$ cat src/rtl/dpc_ram.sv
// generic simple dual-port ram with registered read
// no dependencies
module dpc_ram #(
  parameter int WIDTH = 8,
  parameter int DEPTH = 256
) (
  input  logic                     clk_i,
  input  logic                     we_i,
  input  logic [$clog2(DEPTH)-1:0] waddr_i,
  input  logic [WIDTH-1:0]         wdata_i,
  input  logic [$clog2(DEPTH)-1:0] raddr_i,
  output logic [WIDTH-1:0]         rdata_o
);

  logic [WIDTH-1:0] mem_q [DEPTH];
  logic [WIDTH-1:0] rdata_q;

  always_ff @(posedge clk_i) begin
    if (we_i) begin
      mem_q[waddr_i] <= wdata_i;
    end
    rdata_q <= mem_q[raddr_i];
  end

  assign rdata_o = rdata_q;

endmodule

$ cat config.mk
export PLATFORM = sky130hd
export DESIGN_NAME = dpc_ram
export DESIGN_NICKNAME = d
export VERILOG_FILES = /design/src/rtl/dpc_ram.sv
export SDC_FILE = /design/constraint.sdc
export NUM_CORES = 2
export LEC_CHECK = 0
export BUFFER_PORTS_ARGS = -buffer_cell sky130_fd_sc_hd__buf_2
export CAP_MARGIN = 30
export CORE_MARGIN = 1.5
export CORE_UTILIZATION = 61
export DETAILED_ROUTE_END_ITERATION = 6
export PLACE_DENSITY = 0.88
export SYNTH_ARGS = -nofsm -noshare
export SYNTH_HDL_FRONTEND = slang
export SYNTH_SLANG_ARGS = --single-unit
$ cat constraint.sdc
create_clock -name clk_i -period 4.2 [get_ports clk_i]
set_input_delay 0.42 -clock clk_i [delete_from_list [all_inputs] [get_ports clk_i]]
set_output_delay 0.42 -clock clk_i [all_outputs]
set_load 0.05 [all_outputs]
# [Word-level counts from Yosys, hierarchy flattened]
# Memories as Yosys holds them, arrays and structs flattened. A register that Yosys moved wholly into a read port is not among the register bits.
# Cells that the tools add are included.
[word_totals] mem_bits_rw=2048 inputBits=26 memories=1 elab_cells=3 ff_bits=0
[memory_table] memory="mem_q" depth=256 width=8 rd=1 rd_clocked_by_memory_dff=1 write_ports=1 line_no="15" rtl="logic [WIDTH-1:0] mem_q [DEPTH];"
[classes] mux=2
[op_table] op="1-bit two-way mux" count=2

# [Depth between registers and ports, before layout]
[depth] word_depth=2 mapped_depth=11 ltp_nobuf=6

# [Worst setup path before layout]
# Ideal clock, no wire load.
[synth_timing] kind="input to register" startpoint="input port raddr_i[0]" endpoint="register rdata_q[2] (netlist: rdata_o[2]) (read register of mem_q)" cell_stages=9 slack_ns=1.842 path_buffers=4 arrival_ns=2.227 path_cell_list="buf_6 > buf_12 > buf_8 > buf_2 > mux4_2 > a22oi_1 > a21oi_1 > nor4_1 > nor4_2"
[synth_lines] element="from (decl)" line_no="11" rtl="input logic [$clog2(DEPTH)-1:0] raddr_i,"
[synth_lines] element="to (decl)" line_no="16" rtl="logic [WIDTH-1:0] rdata_q;"

==> impl_metrics.json <==
{
  "r2r.worst_path.cells": 6,
  "dp_cells": 5439,
  "grt_pass1_wl_mm": 330,
  "grt_usage_pct": 35.7,
  "crit_path_start_kind": "flop",
  "grt_pass1_vias": 44200,
  "status": "completed",
  "cts_sinks": 2056,
  "cp_num_buf_inv": 0,
  "overflow": 0,
  "viasPerCell": 7.77,
  "fmax_mhz": 293,
  "drtIter0Drc": 9589,
  "peakVddDrop_mv": 0.574,
  "grt_max_degree": 162,
  "cts_tree": "done",
  "min_path_type": "primary input to flop",
  "whs_endpoint": "mem_q[0][7]",
  "max_stage_delay_ps": 860,
  "finalCritPeriodShare_pct": 81.3,
  "maxCapViolCount": 0,
  "path_cells": "mux4_2 > a22o_1 > a221oi_1 > o32ai_1 > nor3_1 > nor4_1",
  "hold_depth": 1,
  "power.leakage_uw": 0.0274,
  "wire_per_inst_um": 41.4,
  "critPathMaxFanout": 1,
  "cts_setup_buffers": 0,
  "hold_viol": 0,
  "fin_cells": 5805,
  "dp_hpwl_mm": 121,
  "rsz0062_at_grt": "no",
  "finalSetupViolCount": 0,
  "globalplace.congestion": 0.909,
  "yosys_warnings": 0,
  "syn_nets": 3759,
  "crit_required_ps": 4890,
  "synth_edf_count": 2048,
  "num-fill-cells": 7069,
  "ys_seq_area_share_pct": 77.5,
  "crit_type": "flop to flop",
  "relSlewSlack_pct": 17.5,
  "io_buffers": 33,
  "layout_commonest_cell": "edfxtp_1",
  "synth-seq-cells": 2056,
  "firstDrtPassIters": 7,
  "rows": 132,
  "clk_latency_ps": 860,
  "async_flop_share_pct": 0,
  "ios": 34,
  "cp-end-kind": "flop",
  "r2r_setup_slack_ps": 790,
  "fin_skew_ps": 46.7,
  "antenna_found_initial": 19,
  "regArea_mm2": 0.0617,
  "dr_total_vias": 45100,
  "cts_root_buf": "clkbuf_16",
  "cts.clk_slew.worst_paths_ps": 70,
  "r2r-end": "rdata_o[3]",
  "drive_gt1_share_pct": 23.4,
  "mostFrequentLayoutCells": "edfxtp_1, mux4_2, nor2_1, clkbuf_16, buf_4",
  "syn_inst": 3733,
  "synth.distinct_cells": 55,
  "min_from": "wdata_i[7]",
  "arrival_ps": 4100,
  "ant_nets": 0,
  "syn_to_final_growth_pct": 11.3,
  "finalSetupTns_ps": 0,
  "nets": 3924,
  "routed_wl_mm": 240,
  "cp_slowest_cell": "nor3_1",
  "maxSlewViolCount": 0,
  "worst_pin_slew_ps": 1210,
  "finalCriticalPeriod_ps": 3410,
  "cts_resized": 0,
  "cts_buffers": 186,
  "multi_input_area_mm2": 0.0165,
  "die_w_um": 364,
  "cts_hold_buf": 0,
  "h-tree-depth": 4,
  "p_per_area_mw_per_mm2": 482,
  "synth_area_per_cell_um2": 21.3,
  "core_area_mm2": 0.129,
  "netlist_area_mm2": 0.0796,
  "die_h_um": 364,
  "critPathTopFamily": "simple AND/OR/NAND/NOR gates",
  "synth_ff_type": "edfxtp_1",
  "initial_core_util_pct": 61.4,
  "r2r-start": "mem_q[64][3]",
  "drc": 0,
  "die_area_mm2": 0.133,
  "cts.path.max_buffers": 3
}
cell usage after synthesis, drive strengths merged (27+ instances only):
cell type  number  share of area [%]
a21oi          96               0.60
a22oi         133                1.3
buf           122                1.3
clkbuf        111               0.52
edfxtp       2048                 77
mux2i         134                1.7
mux4          456                 13
nand2          33               0.16
nand3          34               0.21
nor2          282                1.3
nor2b          31               0.24
nor4           27               0.24
o221ai         47               0.53
o22ai          28               0.22
state kept, by name (all words and copies together), names as in the netlist:
name	cells
mem_q	2048
rdata_o	8
layer usage:
layer,wire length [um],global-route usage (%)
met5,134,0
met4,20000,21.5
met3,38900,12.5
met2,111000,55.2
met1,70200,44.1
where the power goes:
part / switching (uW) / internal, uW / leakage, uW / total, uW
clock network: 8060 / 9600 / 0.00296 / 17700
registers: 61.5 / 22600 / 0.0185 / 22700
logic: 1580 / 746 / 0.00601 / 2330
total: 9700 / 32900 / 0.0274 / 42600
cell families after synthesis:
family,after synthesis,share of synthesized area [%]
flip-flops,2056,77.5
AO/OA/AOI/OAI,385,3.42
AND/OR/NAND/NOR,466,2.63
buffers and inverters,235,1.83
multiplexers,591,14.6
how the worst max path moves through the flow:
stage,to,start,slack [ps],depth (start not counted)
after floorplan,rdata_o[2],raddr_i[0],1840,9
after global placement,rdata_o[7],raddr_i[1],180,9
after detailed placement,rdata_o[2],raddr_i[0],430,9
after CTS,rdata_o[2],raddr_i[0],1240,9
after global routing,rdata_o[3],mem_q[67][3],790,6
final,rdata_o[3],mem_q[64][3],790,6
cell type report:
class | count | area share (%)
flip-flops and latches | 2056 | 69.7
multi-input cells | 1442 | 18.6
clock buffers | 229 | 5.52
well taps | 1742 | 2.46
repair buffers | 210 | 2.37
clock inverters | 109 | 1.33
diodes | 15 | 0.0424
inverters | 2 | 0.00848
worst register-to-register path, stage by stage, from the launching register on:
cell      delay [ps]
edfxtp_1         540
mux4_2           640
a22o_1           240
a221oi_1         530
o32ai_1          260
nor3_1           860
nor4_1           180
stage by stage:
stage	hold slack [ps]	util [%]	total power, uW	worst slack, ps	instance area (um^2)
2_1_floorplan	519	-	24200	1840	79600
3_3_place_gp	954	63.5	25100	176	82200
3_5_place_dp	957	63.5	25200	430	82200
4_1_cts	207	68.2	42300	1240	88300
5_1_grt	49.8	68.3	43200	792	88500
6_report	48.1	68.4	42600	787	88500
No activity file was read; power rests on OpenSTA's default activity.
