`src/rtl/dpc_pkg.sv`:
```
// shared types and constants of the disk page cache
// no dependencies
package dpc_pkg;

  localparam logic OP_READ  = 1'b0;
  localparam logic OP_WRITE = 1'b1;

  localparam logic [2:0] MAX_SIZE  = 3'd4;
  localparam logic [7:0] BYTE_MASK = 8'hFF;

  typedef struct packed {
    logic fill_done;
    logic fill_dirty;
    logic mark_dirty;
  } dpc_meta_upd_t;

endpackage

```
`src/rtl/dpc_meta.sv`:
```
// line tag array: valid, dirty and page number of each cache line
// depends on dpc_pkg
module dpc_meta import dpc_pkg::*; #(
  parameter int CACHE_LINES = 8,
  parameter int IDX_W       = 3,
  parameter int PAGE_W      = 6
) (
  input  logic              clk_i,
  input  logic              rst_ni,
  input  logic [IDX_W-1:0]  idx_i,
  input  logic [PAGE_W-1:0] page_i,
  input  dpc_meta_upd_t     upd_i,
  output logic              valid_o,
  output logic              dirty_o,
  output logic [PAGE_W-1:0] page_o
);

  logic              valid_q [CACHE_LINES];
  logic              dirty_q [CACHE_LINES];
  logic [PAGE_W-1:0] page_q  [CACHE_LINES];

  always_ff @(posedge clk_i or negedge rst_ni) begin
    if (!rst_ni) begin
      for (int k = 0; k < CACHE_LINES; k++) begin
        valid_q[k] <= 1'b0;
        dirty_q[k] <= 1'b0;
        page_q[k]  <= '0;
      end
    end else if (upd_i.fill_done) begin
      valid_q[idx_i] <= 1'b1;
      dirty_q[idx_i] <= upd_i.fill_dirty;
      page_q[idx_i]  <= page_i;
    end else if (upd_i.mark_dirty) begin
      dirty_q[idx_i] <= 1'b1;
    end
  end

  assign valid_o = valid_q[idx_i];
  assign dirty_o = dirty_q[idx_i];
  assign page_o  = page_q[idx_i];

endmodule

```
`config.mk`:
```
export PLATFORM = sky130hd
export DESIGN_NAME = dpc_meta
export DESIGN_NICKNAME = d
export VERILOG_FILES = /design/src/rtl/dpc_pkg.sv /design/src/rtl/dpc_meta.sv
export SDC_FILE = /design/constraint.sdc
export NUM_CORES = 1
export LEC_CHECK = 0
export BUFFER_PORTS_ARGS = -buffer_cell sky130_fd_sc_hd__buf_2
export CAP_MARGIN = 20
export CORE_ASPECT_RATIO = 1.1
export CORE_UTILIZATION = 25
export CTS_BUF_LIST = sky130_fd_sc_hd__clkbuf_8
export DETAILED_ROUTE_END_ITERATION = 8
export SLEW_MARGIN = 20
export SYNTH_ARGS = -nofsm -noshare
export SYNTH_HDL_FRONTEND = slang
export SYNTH_SLANG_ARGS = --single-unit
```
`constraint.sdc`:
```
create_clock -name clk_i -period 3.16 [get_ports clk_i]
set_input_delay 0.158 -clock clk_i [delete_from_list [all_inputs] [get_ports clk_i]]
set_output_delay 0.158 -clock clk_i [all_outputs]
set_load 0.005 [all_outputs]
```
After elaboration in Yosys (flattened, before gate mapping)
Index checks and enable logic that the tools add are counted.
Operators by class
  $lt $le $gt $ge: 2
  add/sub/neg operators: 0
  div/mod/pow operators: 0
  bitwise logic cells: 3
  shifts and indexed selects: 0
  muxes and demuxes: 17
  reductions and logical operators: 2
  $mul: 0
  equality and inequality tests: 0
Operators by type and width (number)
  bitwise mux 48 bit: 1
  binary-select mux 6 bit (select 3 bit): 1
  demux 6 bit (select 3 bit): 1
  2-to-1 mux 6 bit: 3
  2-to-1 mux 8 bit: 2
  OR 8 bit: 2
  bitwise mux 8 bit: 1
  binary-select mux 1 bit (select 3 bit): 2
  2-to-1 mux 1 bit: 5
  greater-or-equal comparator 4 bit (second input constant): 1
  less-than comparator 4 x 1 -> 1 bit (second input constant): 1
  NOT 3 -> 4 bit: 1
  demux 1 bit (select 3 bit): 1
  nonzero test 2 bit: 1
  logical AND 1 bit: 1
Word-level totals
  RAM bits: 0
  memories kept: 0
  input port bits: 14
  flip-flop bits (word level): 64
  output and inout port bits: 8
  word-level logic and storage cells: 48
  memory bits (read-only): 0
  latch bits: 0

Depth between registers and ports, before layout
Gate-level depths: netlist of the first run.
  depth after elaboration: 8
  gate-level depth with buffers: 6
  mapped depth without buffers: 3

Least setup slack after synthesis of the first run
Ideal clock, no wire load.
  path type: input-to-output
  start: in idx_i[2]
  end: out page_o[2]
  data required time: 3.002 ns
  arrival: 1.093 ns
  path slack: 1.909 ns
  cell stages on the path: 4
  path buffers: 1
  cells stage by stage: buf_2 -> mux2i_1 -> nor2_1 -> or4_1
On the way
  word-level cells in the longest chain between the ends: 4
RTL lines
  start: declaration: RTL line dpc_meta.sv:10  | input logic [IDX_W-1:0] idx_i,
  NOT 3 -> 4 bit (not written as such): RTL line dpc_meta.sv:40  | assign page_o = page_q[idx_i];
  binary-select mux 6 bit (select 3 bit): RTL line dpc_meta.sv:40
  2-to-1 mux 6 bit (not written as such) (2 in series): RTL line dpc_meta.sv:40
  end: declaration: RTL line dpc_meta.sv:15  | output logic [PAGE_W-1:0] page_o
Every way passes these cells. The select of a mux whose other input is x is not followed.

Final worst setup path of the first run
  start: in idx_i[0]
  end: out page_o[4]
Same word-level chain as after synthesis.

==> results_dict.tcl, run 1 <==
set metrics [dict create \
    first_global_vias 2032 \
    clockPowerShare_pct 34.0 \
    synth_seq_area_share_pct 51.5 \
    clk_transition_reported_paths_ns 0.07 \
    die_width_um 108 \
    hold_viol 0 \
    final_cycle_utilization_of_the_critical_path_pct 65.4 \
    syn_area_sq_mm 0.00311 \
    switchingPower_uw 541 \
    die-height_um 119 \
    max_freq_mhz 484 \
    mostFrequentLayoutCells "dfrtp_1 (64), mux2_2 (52), buf_2 (20)" \
    number_of_standard_cell_rows_in_the_floorplan 42 \
    run_status "finished clean" \
    grt_use_total_pct 11.5 \
    max_slew.worst_pin.slew_ns 0.954 \
    yosys.area_share.adder_pct 0 \
    p_comb_share_pct 17.3 \
    setup_viol 0 \
    power.density_cell_area_mw_per_mm2 616 \
    cts.sink_count 64 \
    synth-simple-area-share_pct 11.7 \
    multiInputGateArea_sq_mm 0.00140 \
    dp_slack_ns 1.08 \
    flip_flop_and_latch_count_after_synthesis 64 \
    endpoint_kind "primary output" \
    number_of_antenna_violations_at_the_first_check_in_global_routing 0 \
    maximum_ir_drop_on_the_vdd_rail_v 0.000201 \
    count_of_warnings_emitted_by_yosys 0 \
    latest_clock_arrival_within_the_worst_skew_pair_ns 0.33 \
    detail_route.iter0.violations 62 \
    cts_buffer_count 9 \
    area_growth_syn_to_layout_pct 13.4 \
    synthesis.area_per_instance_sq_um 13.8 \
    post_cts.resized_instances 0 \
    yosysUniqueCellTypes 36 \
    crit_path_max_fanout 39 \
    seq_area_sq_mm 0.00160 \
    fillers 1233 \
    total_leakage_power_uw 0.00144 \
    gp_routability_congestion 0.689 \
    seq_power_share_pct 48.7 \
    first_pass_grt_wire_length_mm 11.0 \
    num_io_pins 22 \
    largest_family_of_logic_cells_by_synthesized_area "multiplexers" \
    clock_tree.htree_level_count 3 \
    start_util_pct 25.7 \
    cts_buffer_depth 2 \
    vias_per_cell 4.65 \
    power_report.internal_total_uw 1630 \
    postRouteAntennaNets 0 \
    hold_path.class "in2reg" \
    muxShareOfSynthArea_pct 27.2 \
    netSwitchingFraction_pct 24.9 \
    crit_required_ns 3.00 \
    final_common_cell "dfrtp_1" \
    syn_nets 239 \
    global_route.overflow_total 0 \
    crit_type "in2out" \
    dr.pass1.iters 4 \
    detailedPlacementHpwl_mm 4.13 \
    timing.critical_path.from_type "input pin" \
    root_buffer_cell "clkbuf_8" \
    dpl.cell_count 387 \
    nets 259 \
    tritoncts "yes" \
    syn_inst 225 \
    worst_slew_margin_rel_pct 36.4 \
    drt-wirelength-per-cell_um 16.2 \
    cp.arrival_ns 1.91 \
    die_area_sq_mm 0.0129 \
    compound_gate_fraction_of_synth_area_pct 6.20 \
    post-cts-setup-buffers 0 \
    worst-r2r-setup-slack_ns 2.36 \
    total_drc_errors_in_the_routed_layout 0 \
    synthXorXnorAreaFrac_pct 0 \
    number_of_buffer_cells_added_on_primary_ports 21 \
    final_max_slew_viol_count 0 \
    finClkSkew_ns 0 \
    route.vias.total 1872 \
    layout-drive-gt1-share_pct 43.0 \
    post-route-worst-setup-slack_ns 1.09 \
    routed_wirelength_mm 6.52 \
    setup_tns_ns 0 \
    antenna-diode-count 0 \
    time_the_final_worst_path_needs_with_i_o_delays_and_setup_ns 2.07 \
    drv_cap 0 \
    pin_count_of_the_biggest_net_entering_global_routing 46 \
    core_area_sq_mm 0.0121 \
    setup_repair_after_global_routing_missed_its_margin "false" \
    post_layout_nonfiller_instances 403 \
]
-- path summary, 6_finish.rpt --
path / start / to / cells after the start
setup / recovery: idx_i[0] / page_o[4] / 4
hold reg to reg: valid_q[5] / valid_q[5] / 1
hold / removal: page_i[1] / page_q[37] / 2
setup reg to reg: valid_q[7] / valid_q[7] / 1
min in group asynchronous: rst_ni / dirty_q[7] / 2
max in group asynchronous: rst_ni / page_q[0] / 3
-- cells in the mapped netlist (all sizes together) --
library cell	instances	area share, %
inv	1	0.12
o21ai	1	0.16
a31oi	5	1.0
nand4b	2	0.97
mux2	52	19
and2b	2	0.48
o2111ai	1	0.28
nand3	2	0.32
nand3b	9	2.2
or2	5	1.0
nor3b	3	1.4
o21ba	1	0.32
nand2	7	0.85
mux4	8	5.8
nand2b	5	1.2
dfrtp	64	52
mux2i	8	2.6
buf	14	3.3
nor2	3	0.36
or4	2	0.48
and3b	1	0.28
nor3	4	1.4
nand4	1	0.40
o32a	1	0.32
a21oi	16	2.6
o22a	2	0.56
or3b	1	0.28
o211ai	1	0.24
o21a	1	0.24
a21boi	2	0.48
-- final cells by class --
| class | count | area share (%) |
|---|---|---|
| Sequential cell | 64 | 45.4 |
| Inverter | 1 | 0.106 |
| Clock inverter | 6 | 2.23 |
| Clock buffer | 9 | 3.51 |
| Multi-Input combinational cell | 146 | 39.7 |
| Timing Repair Buffer | 23 | 3.55 |
| Tap cell | 154 | 5.46 |
-- metal layers --
layer / part of all wire, % / global-route usage [%] / vias to the layer above
met3: 2.8 / 2.46 / 9
li1: - / - / 878
met1: 47 / 15.3 / 961
met5: 0 / 0 / -
met4: 1.6 / 5.32 / 0
met2: 49 / 17.7 / 24
-- state kept, by name, summed over array words and instances, names as in the netlist --
signal,count
page_q,48
valid_q,8
dirty_q,8
-- metrics by stage --
step / util (%) / instance area (sq um) / total power (uW) / hold WS [ns]
after floorplan: - / 3110 / 1340 / -0.138
after global placement: 27.4 / 3310 / 1440 / 0.382
after detailed placement: 27.4 / 3310 / 1450 / 0.393
after CTS: 29.1 / 3510 / 2200 / 0.0228
after global routing: 29.2 / 3530 / 2300 / 0.171
final: 29.2 / 3530 / 2170 / 0.161
-- power by group through the flow --
| stage | Combinational (uW) | Clock [uW] | Sequential (uW) |
|---|---|---|---|
| after global placement | 370 | 0 | 1070 |
| after detailed placement | 381 | 0 | 1070 |
| after CTS | 382 | 760 | 1060 |
| final | 375 | 739 | 1060 |
| after floorplan | 291 | 0 | 1050 |
| after global routing | 419 | 797 | 1080 |
-- timing repair --
| action | in CTS | in global routing |
|---|---|---|
| hold buffers | 0 | 1 |
| hold endpoints to repair | 0 | 44 |
| endpoints found under the setup margin | 0 | 0 |
-- cell families (layout without fill, tap and decap cells) --
kind of cell / Yosys count / count (layout)
multiplexers: 68 / 68
AND/OR/NAND/NOR: 47 / 47
AO/OA/AOI/OAI: 31 / 31
buffers and inverters: 15 / 39
flip-flops: 64 / 64
-- critical path, stage by stage --
cell    delay, ns
buf_2        0.71
mux4_2       0.60
mux2_2       0.28
buf_2        0.13
No activity file was read; power rests on OpenSTA's default activity.
==> inputs of run 2 (changes only) <==
ABC_AREA = 1   (was unset)
clock period = 1.8 ns   (was 3.16 ns; I/O delays follow)
==> results_dict.tcl, run 2 <==
set metrics [dict create \
    die_width_um 115 \
    detailedPlacementHpwl_mm 6.20 \
    dominantRegCellSynth "dfrtp_1" \
    die-height_um 127 \
    synth_seq_area_share_pct 45.3 \
    seq_area_sq_mm 0.00160 \
    crit_path_max_incr_delay_ns 0.39 \
    worst_r2r_start "dirty_q[2]" \
    number_of_standard_cell_rows_in_the_floorplan 45 \
    die_area_sq_mm 0.0146 \
    setup_tns_ns 0 \
    flip_flop_and_latch_count_after_synthesis 64 \
    start_util_pct 25.6 \
    post-cts-setup-buffers 0 \
    critical_path.slowest_cell "dfrtp_1" \
    number_of_antenna_violations_at_the_first_check_in_global_routing 1 \
    seq_power_share_pct 50.9 \
    mostFrequentLayoutCells "nand2_1 (346), dfrtp_1 (64), buf_2 (21)" \
    first_pass_grt_wire_length_mm 15.6 \
    netSwitchingFraction_pct 32.2 \
    dpl.cell_count 683 \
    routed_wirelength_mm 9.19 \
    max_freq_mhz 748 \
    nets 521 \
    finClkSkew_ns 0 \
    yosysUniqueCellTypes 19 \
    num_io_pins 22 \
    cell_by_cell_trace_of_the_critical_path "nand2_1, nand2_1, nand2_1, nand2_1, nand2_1, nand2_1, buf_2" \
    path_buf_inv 1 \
    setup_viol 0 \
    total_leakage_power_uw 0.00218 \
    power.density_cell_area_mw_per_mm2 901 \
    crit_start "page_q[47]" \
    first_global_vias 2999 \
    time_the_final_worst_path_needs_with_i_o_delays_and_setup_ns 1.34 \
    fillers 1514 \
    commonest_cells_in_the_synthesized_netlist "nand2_1 (346), dfrtp_1 (64), buf_2 (13), nand3_1 (13)" \
    worst-r2r-setup-slack_ns 1.00 \
    crit_required_ns 1.71 \
    gp_routability_congestion 0.770 \
    drt-wirelength-per-cell_um 13.1 \
    area_growth_syn_to_layout_pct 11.5 \
    multiInputGateArea_sq_mm 0.00169 \
    dp_slack_ns 0.556 \
    syn_inst 490 \
    final_common_cell "nand2_1" \
    cts_hold_buf 1 \
    tritoncts "yes" \
    routed-wl-met2_mm 4.18 \
    post-route-worst-setup-slack_ns 0.464 \
    endpoint_kind "primary output" \
    largest_registers "page_q (48), dirty_q (8), valid_q (8)" \
    final_util_pct 28.6 \
    clk_transition_reported_paths_ns 0.07 \
    synth_edf_count 0 \
    hold_slack_ns 0.0665 \
    clockPowerShare_pct 29.4 \
    antenna-diode-count 0 \
    most_used_standard_cell_by_instance_count_after_synthesis "nand2_1" \
    pin_count_of_the_biggest_net_entering_global_routing 65 \
    final_cycle_utilization_of_the_critical_path_pct 74.2 \
    total_drc_errors_in_the_routed_layout 0 \
    cts_buffer_count 9 \
    route.vias.total 2992 \
    drv_cap 0 \
    dr.max_layer_used "met5" \
    root_buffer_cell "clkbuf_8" \
    holdCritStartpoint "page_i[1]" \
    synth_async_sr_flop_share_pct 100 \
    latest_clock_arrival_within_the_worst_skew_pair_ns 0.35 \
    worst_slew_margin_rel_pct 68.6 \
    vias_per_cell 4.28 \
    run_status "finished clean" \
    timing.critical_path.from_type "flip-flop" \
    hold_path.class "in2reg" \
    maximum_ir_drop_on_the_vdd_rail_v 0.000285 \
    final_max_slew_viol_count 0 \
    power_report.internal_total_uw 2410 \
    route.met3.wl_um 558 \
    grt_use_total_pct 14.1 \
    cts_buffer_depth 2 \
    setup_repair_after_global_routing_missed_its_margin "false" \
    postRouteAntennaNets 0 \
    syn_area_sq_mm 0.00354 \
    synthesis.area_per_instance_sq_um 7.22 \
    wl_met1_mm 4.33 \
    crit_type "reg2out" \
    core_area_sq_mm 0.0138 \
    number_of_buffer_cells_added_on_primary_ports 21 \
    hold_viol 0 \
    share_of_the_synthesized_area_in_the_top_cell_type_pct 45.3 \
    post_cts.resized_instances 0 \
    max_slew.worst_pin.slew_ns 0.470 \
    largest_register_ff_count 48 \
    count_of_warnings_emitted_by_yosys 0 \
    post-synth-top-area-cell "dfrtp_1" \
    top_register_by_number_of_flip_flops "page_q" \
    cp_top_family "flip-flops" \
    cts.sink_count 64 \
    post_layout_nonfiller_instances 699 \
    syn_nets 504 \
    layout-drive-gt1-share_pct 13.9 \
    post_synth_main_area_contributors "dfrtp_1 (45%), nand2_1 (37%), nand3_4 (3.0%)" \
    detail_route.iter0.violations 259 \
    cp.arrival_ns 1.25 \
    crit_path_max_fanout 2 \
    crit_path_frequent_cell "nand2_1" \
    switchingPower_uw 1140 \
    clock_tree.htree_level_count 3 \
    p_comb_share_pct 19.8 \
    dr.pass1.iters 5 \
    global_route.overflow_total 0 \
]
-- run 2: cell count changes after synthesis, sizes merged, moves of 3 or more --
cell / change
a21oi: -10
a31oi: -5
buf: +10
inv: +12
mux2: -52
mux2i: -8
mux4: -8
nand2: +340
nand2b: -5
nand3: +20
nand3b: -9
nor3: -4
nor3b: -3
or2: +3
-- run 2: worst paths after layout --
| kind | to | cells past startpoint |
|---|---|---|
| worst max-delay path | page_o[5] | 7 |
| worst min-delay path | page_q[37] | 3 |
| worst max register to register | dirty_q[2] | 4 |
| worst min register to register | valid_q[6] | 1 |
| max in group asynchronous | valid_q[5] | 3 |
| min in group asynchronous | valid_q[3] | 3 |
-- run 2: final cells by class --
cell class                      count  share of cell area, %
Clock buffer                        9                   3.14
Clock inverter                      6                  0.730
Inverter                           13                   1.68
Multi-Input combinational cell    389                   42.8
Sequential cell                    64                   40.6
Tap cell                          188                   5.97
Timing Repair Buffer               30                   5.08
-- run 2: power by group through the flow --
stage                     Sequential (uW)  Combinational, uW  Clock (uW)
after CTS                            1810                715        1080
after global placement               1830                701           0
after global routing                 1840                822        1150
final                                1810                703        1040
after floorplan                      1790                532           0
after detailed placement             1830                709           0
-- run 2: per-layer routing --
metal,vias up,track usage [%]
li1,1520,-
met1,1387,19.1
met2,74,22.0
met3,9,3.11
met4,2,4.81
met5,-,0
-- run 2: worst min-delay path, delay by kind of cell --
kind	cells	cell delay, ns
buffers and inverters	1	0.17
and+or+nand+nor	2	0.12
-- run 2: metrics by stage --
stage                     total power [uW]  instance area [sq um]
final                                 3550                   3940
after global routing                  3810                   3940
after CTS                             3600                   3940
after detailed placement              2540                   3780
after global placement                2530                   3780
after floorplan                       2320                   3540
-- run 2: kinds of logic after synthesis --
kind of cell,count (synthesis),share of synthesized area (%)
flip-flops,64,45.3
AND/OR/NAND/NOR,383,46.9
AO/OA/AOI/OAI,6,0.849
buffers and inverters,37,7.01
==> inputs of run 3 (changes only) <==
clock period = 1.3 ns   (was 1.8 ns; I/O delays follow)
==> results_dict.tcl, run 3 (synthesis results as in run 2) <==
set metrics [dict create \
    first_pass_grt_wire_length_mm 14.8 \
    drv_cap 0 \
    min_delay_path_depth 3 \
    endpoint_kind "primary output" \
    power.density_cell_area_mw_per_mm2 1290 \
    core_area_sq_mm 0.0138 \
    worst_slew_margin_rel_pct 76.8 \
    largest_registers "page_q (48), dirty_q (8), valid_q (8)" \
    number_of_standard_cell_rows_in_the_floorplan 45 \
    first_global_vias 2844 \
    rr_worst_depth 4 \
    final_common_cell "nand2_1" \
    max_slew.worst_pin.slew_ns 0.348 \
    number_of_buffer_cells_added_on_primary_ports 21 \
    gp_routability_congestion 0.782 \
    pin_count_of_the_biggest_net_entering_global_routing 65 \
    final_cycle_utilization_of_the_critical_path_pct 101 \
    grt_use_total_pct 13.4 \
    postRouteAntennaNets 0 \
    num_io_pins 22 \
    hold_path.class "in2reg" \
    p_comb_share_pct 20.7 \
    global_route.overflow_total 0 \
    area_growth_syn_to_layout_pct 17.4 \
    crit_start "page_q[47]" \
    netSwitchingFraction_pct 30.3 \
    detail_route.iter0.violations 235 \
    cts.sink_count 64 \
    largest_register_ff_count 48 \
    dr.pass1.iters 4 \
    worst_r2r_start "page_q[42]" \
    clk_transition_reported_paths_ns 0.07 \
    detailedPlacementHpwl_mm 6.22 \
    die_area_sq_mm 0.0146 \
    drt-wirelength-per-cell_um 12.8 \
    number_of_antenna_violations_at_the_first_check_in_global_routing 0 \
    tritoncts "yes" \
    finClkSkew_ns 0 \
    routed_wirelength_mm 9.12 \
    cp.arrival_ns 1.25 \
    hold_viol 0 \
    crit_type "reg2out" \
    maximum_ir_drop_on_the_vdd_rail_v 0.000415 \
    crit_path_max_fanout 2 \
    antenna-diode-count 0 \
    vias_per_cell 4.28 \
    nets 535 \
    violations "setup timing" \
    reg2reg_end "page_q[42]" \
    timing.critical_path.from_type "flip-flop" \
    layout-drive-gt1-share_pct 19.0 \
    clockPowerShare_pct 32.7 \
    max_freq_mhz 763 \
    root_buffer_cell "clkbuf_8" \
    fillers 1487 \
    run_status "finished with violations" \
    post_route_cell_area_sq_mm 0.00415 \
    clock_tree.htree_level_count 3 \
    die-height_um 127 \
    start_util_pct 25.6 \
    crit_required_ns 1.24 \
    p_total_uw 5340 \
    total_leakage_power_uw 0.00228 \
    power_report.internal_total_uw 3730 \
    latest_clock_arrival_within_the_worst_skew_pair_ns 0.34 \
    placement.cell_area_sq_mm 0.00384 \
    worst-r2r-setup-slack_ns 0.44 \
    mostFrequentLayoutCells "nand2_1 (331), dfrtp_1 (64), buf_2 (20)" \
    setup_viol 4 \
    hold_slack_ns 0.0581 \
    switchingPower_uw 1620 \
    setup_repair_after_global_routing_missed_its_margin "true" \
    post-route-worst-setup-slack_ns -0.0111 \
    time_the_final_worst_path_needs_with_i_o_delays_and_setup_ns 1.31 \
    seq_power_share_pct 46.6 \
    route.vias.total 3055 \
    die_width_um 115 \
    total_drc_errors_in_the_routed_layout 0 \
    cts_buffer_count 9 \
    final_max_slew_viol_count 0 \
    top_register_by_number_of_flip_flops "page_q" \
    cts_buffer_depth 2 \
    cp-endpoint "page_o[5]" \
]
-- run 3: cell types whose count changed in the layout (fill, tap and decap cells not counted), sizes merged --
cell    before  now
buf         29   43
bufinv       0    1
clkinv       5    2
clkbuf       9   11
inv         14   15
-- run 3: how the worst min path moves through the flow --
stage                     slack, ns      start    endpoint
after floorplan               -0.23     rst_ni  dirty_q[0]
after global placement         0.11     rst_ni   page_q[3]
after detailed placement       0.11     rst_ni   page_q[3]
after CTS                      0.05  page_i[2]  page_q[20]
after global routing           0.06  page_i[1]   page_q[7]
final                          0.06  page_i[2]  page_q[14]
-- run 3: timing repair --
action | in CTS | in global routing
hold buffers | 1 | 0
pin swaps | 7 | 17
endpoints found under the setup margin | 7 | 8
gates resized for setup | 3 | 13
hold endpoints to repair | 64 | 0
buffers inserted | 3 | 5
-- run 3: area by class of cell --
class	count	area, sq um	area share (%)
Sequential cell	64	1600	38.6
Clock inverter	5	47.5	1.15
Timing Repair Buffer	44	324	7.81
Clock buffer	11	151	3.65
Tap cell	188	235	5.67
Multi-Input combinational cell	389	1720	41.5
Inverter	13	66.3	1.60
-- run 3: worst max-delay path, cell delays in order, from the launching register on --
cell,delay (ns)
dfrtp_1,0.38
nand2_1,0.09
nand2_1,0.08
nand2_1,0.07
nand2_1,0.06
nand2_1,0.06
nand2_1,0.05
buf_2,0.12
-- run 3: layer usage --
| layer | global-route usage (%) | vias up | wire (um) |
|---|---|---|---|
| li1 | - | 1544 | - |
| met1 | 19.4 | 1441 | 4770 |
| met2 | 19.6 | 58 | 3870 |
| met3 | 3.11 | 12 | 364 |
| met4 | 3.90 | 0 | 113 |
| met5 | 0 | - | 0 |
-- run 3: through the flow --
step	setup slack, ns	utilization, %	std cells	setup TNS (ns)
after floorplan	0.427	-	490	0
after global placement	0.160	27.8	689	0
after detailed placement	0.166	27.8	689	0
after CTS	-0.0346	29.6	709	-0.110
after global routing	-0.109	30.1	714	-0.615
final	-0.0111	30.1	714	-0.0220
-- run 3: power groups by stage --
| stage | Combinational [uW] | Clock [uW] | Sequential, uW |
|---|---|---|---|
| 6_report | 1110 | 1750 | 2490 |
| 5_1_grt | 1280 | 1840 | 2520 |
| 4_1_cts | 1060 | 1780 | 2480 |
| 3_5_place_dp | 1020 | 0 | 2520 |
| 3_3_place_gp | 1020 | 0 | 2520 |
| 2_1_floorplan | 736 | 0 | 2480 |
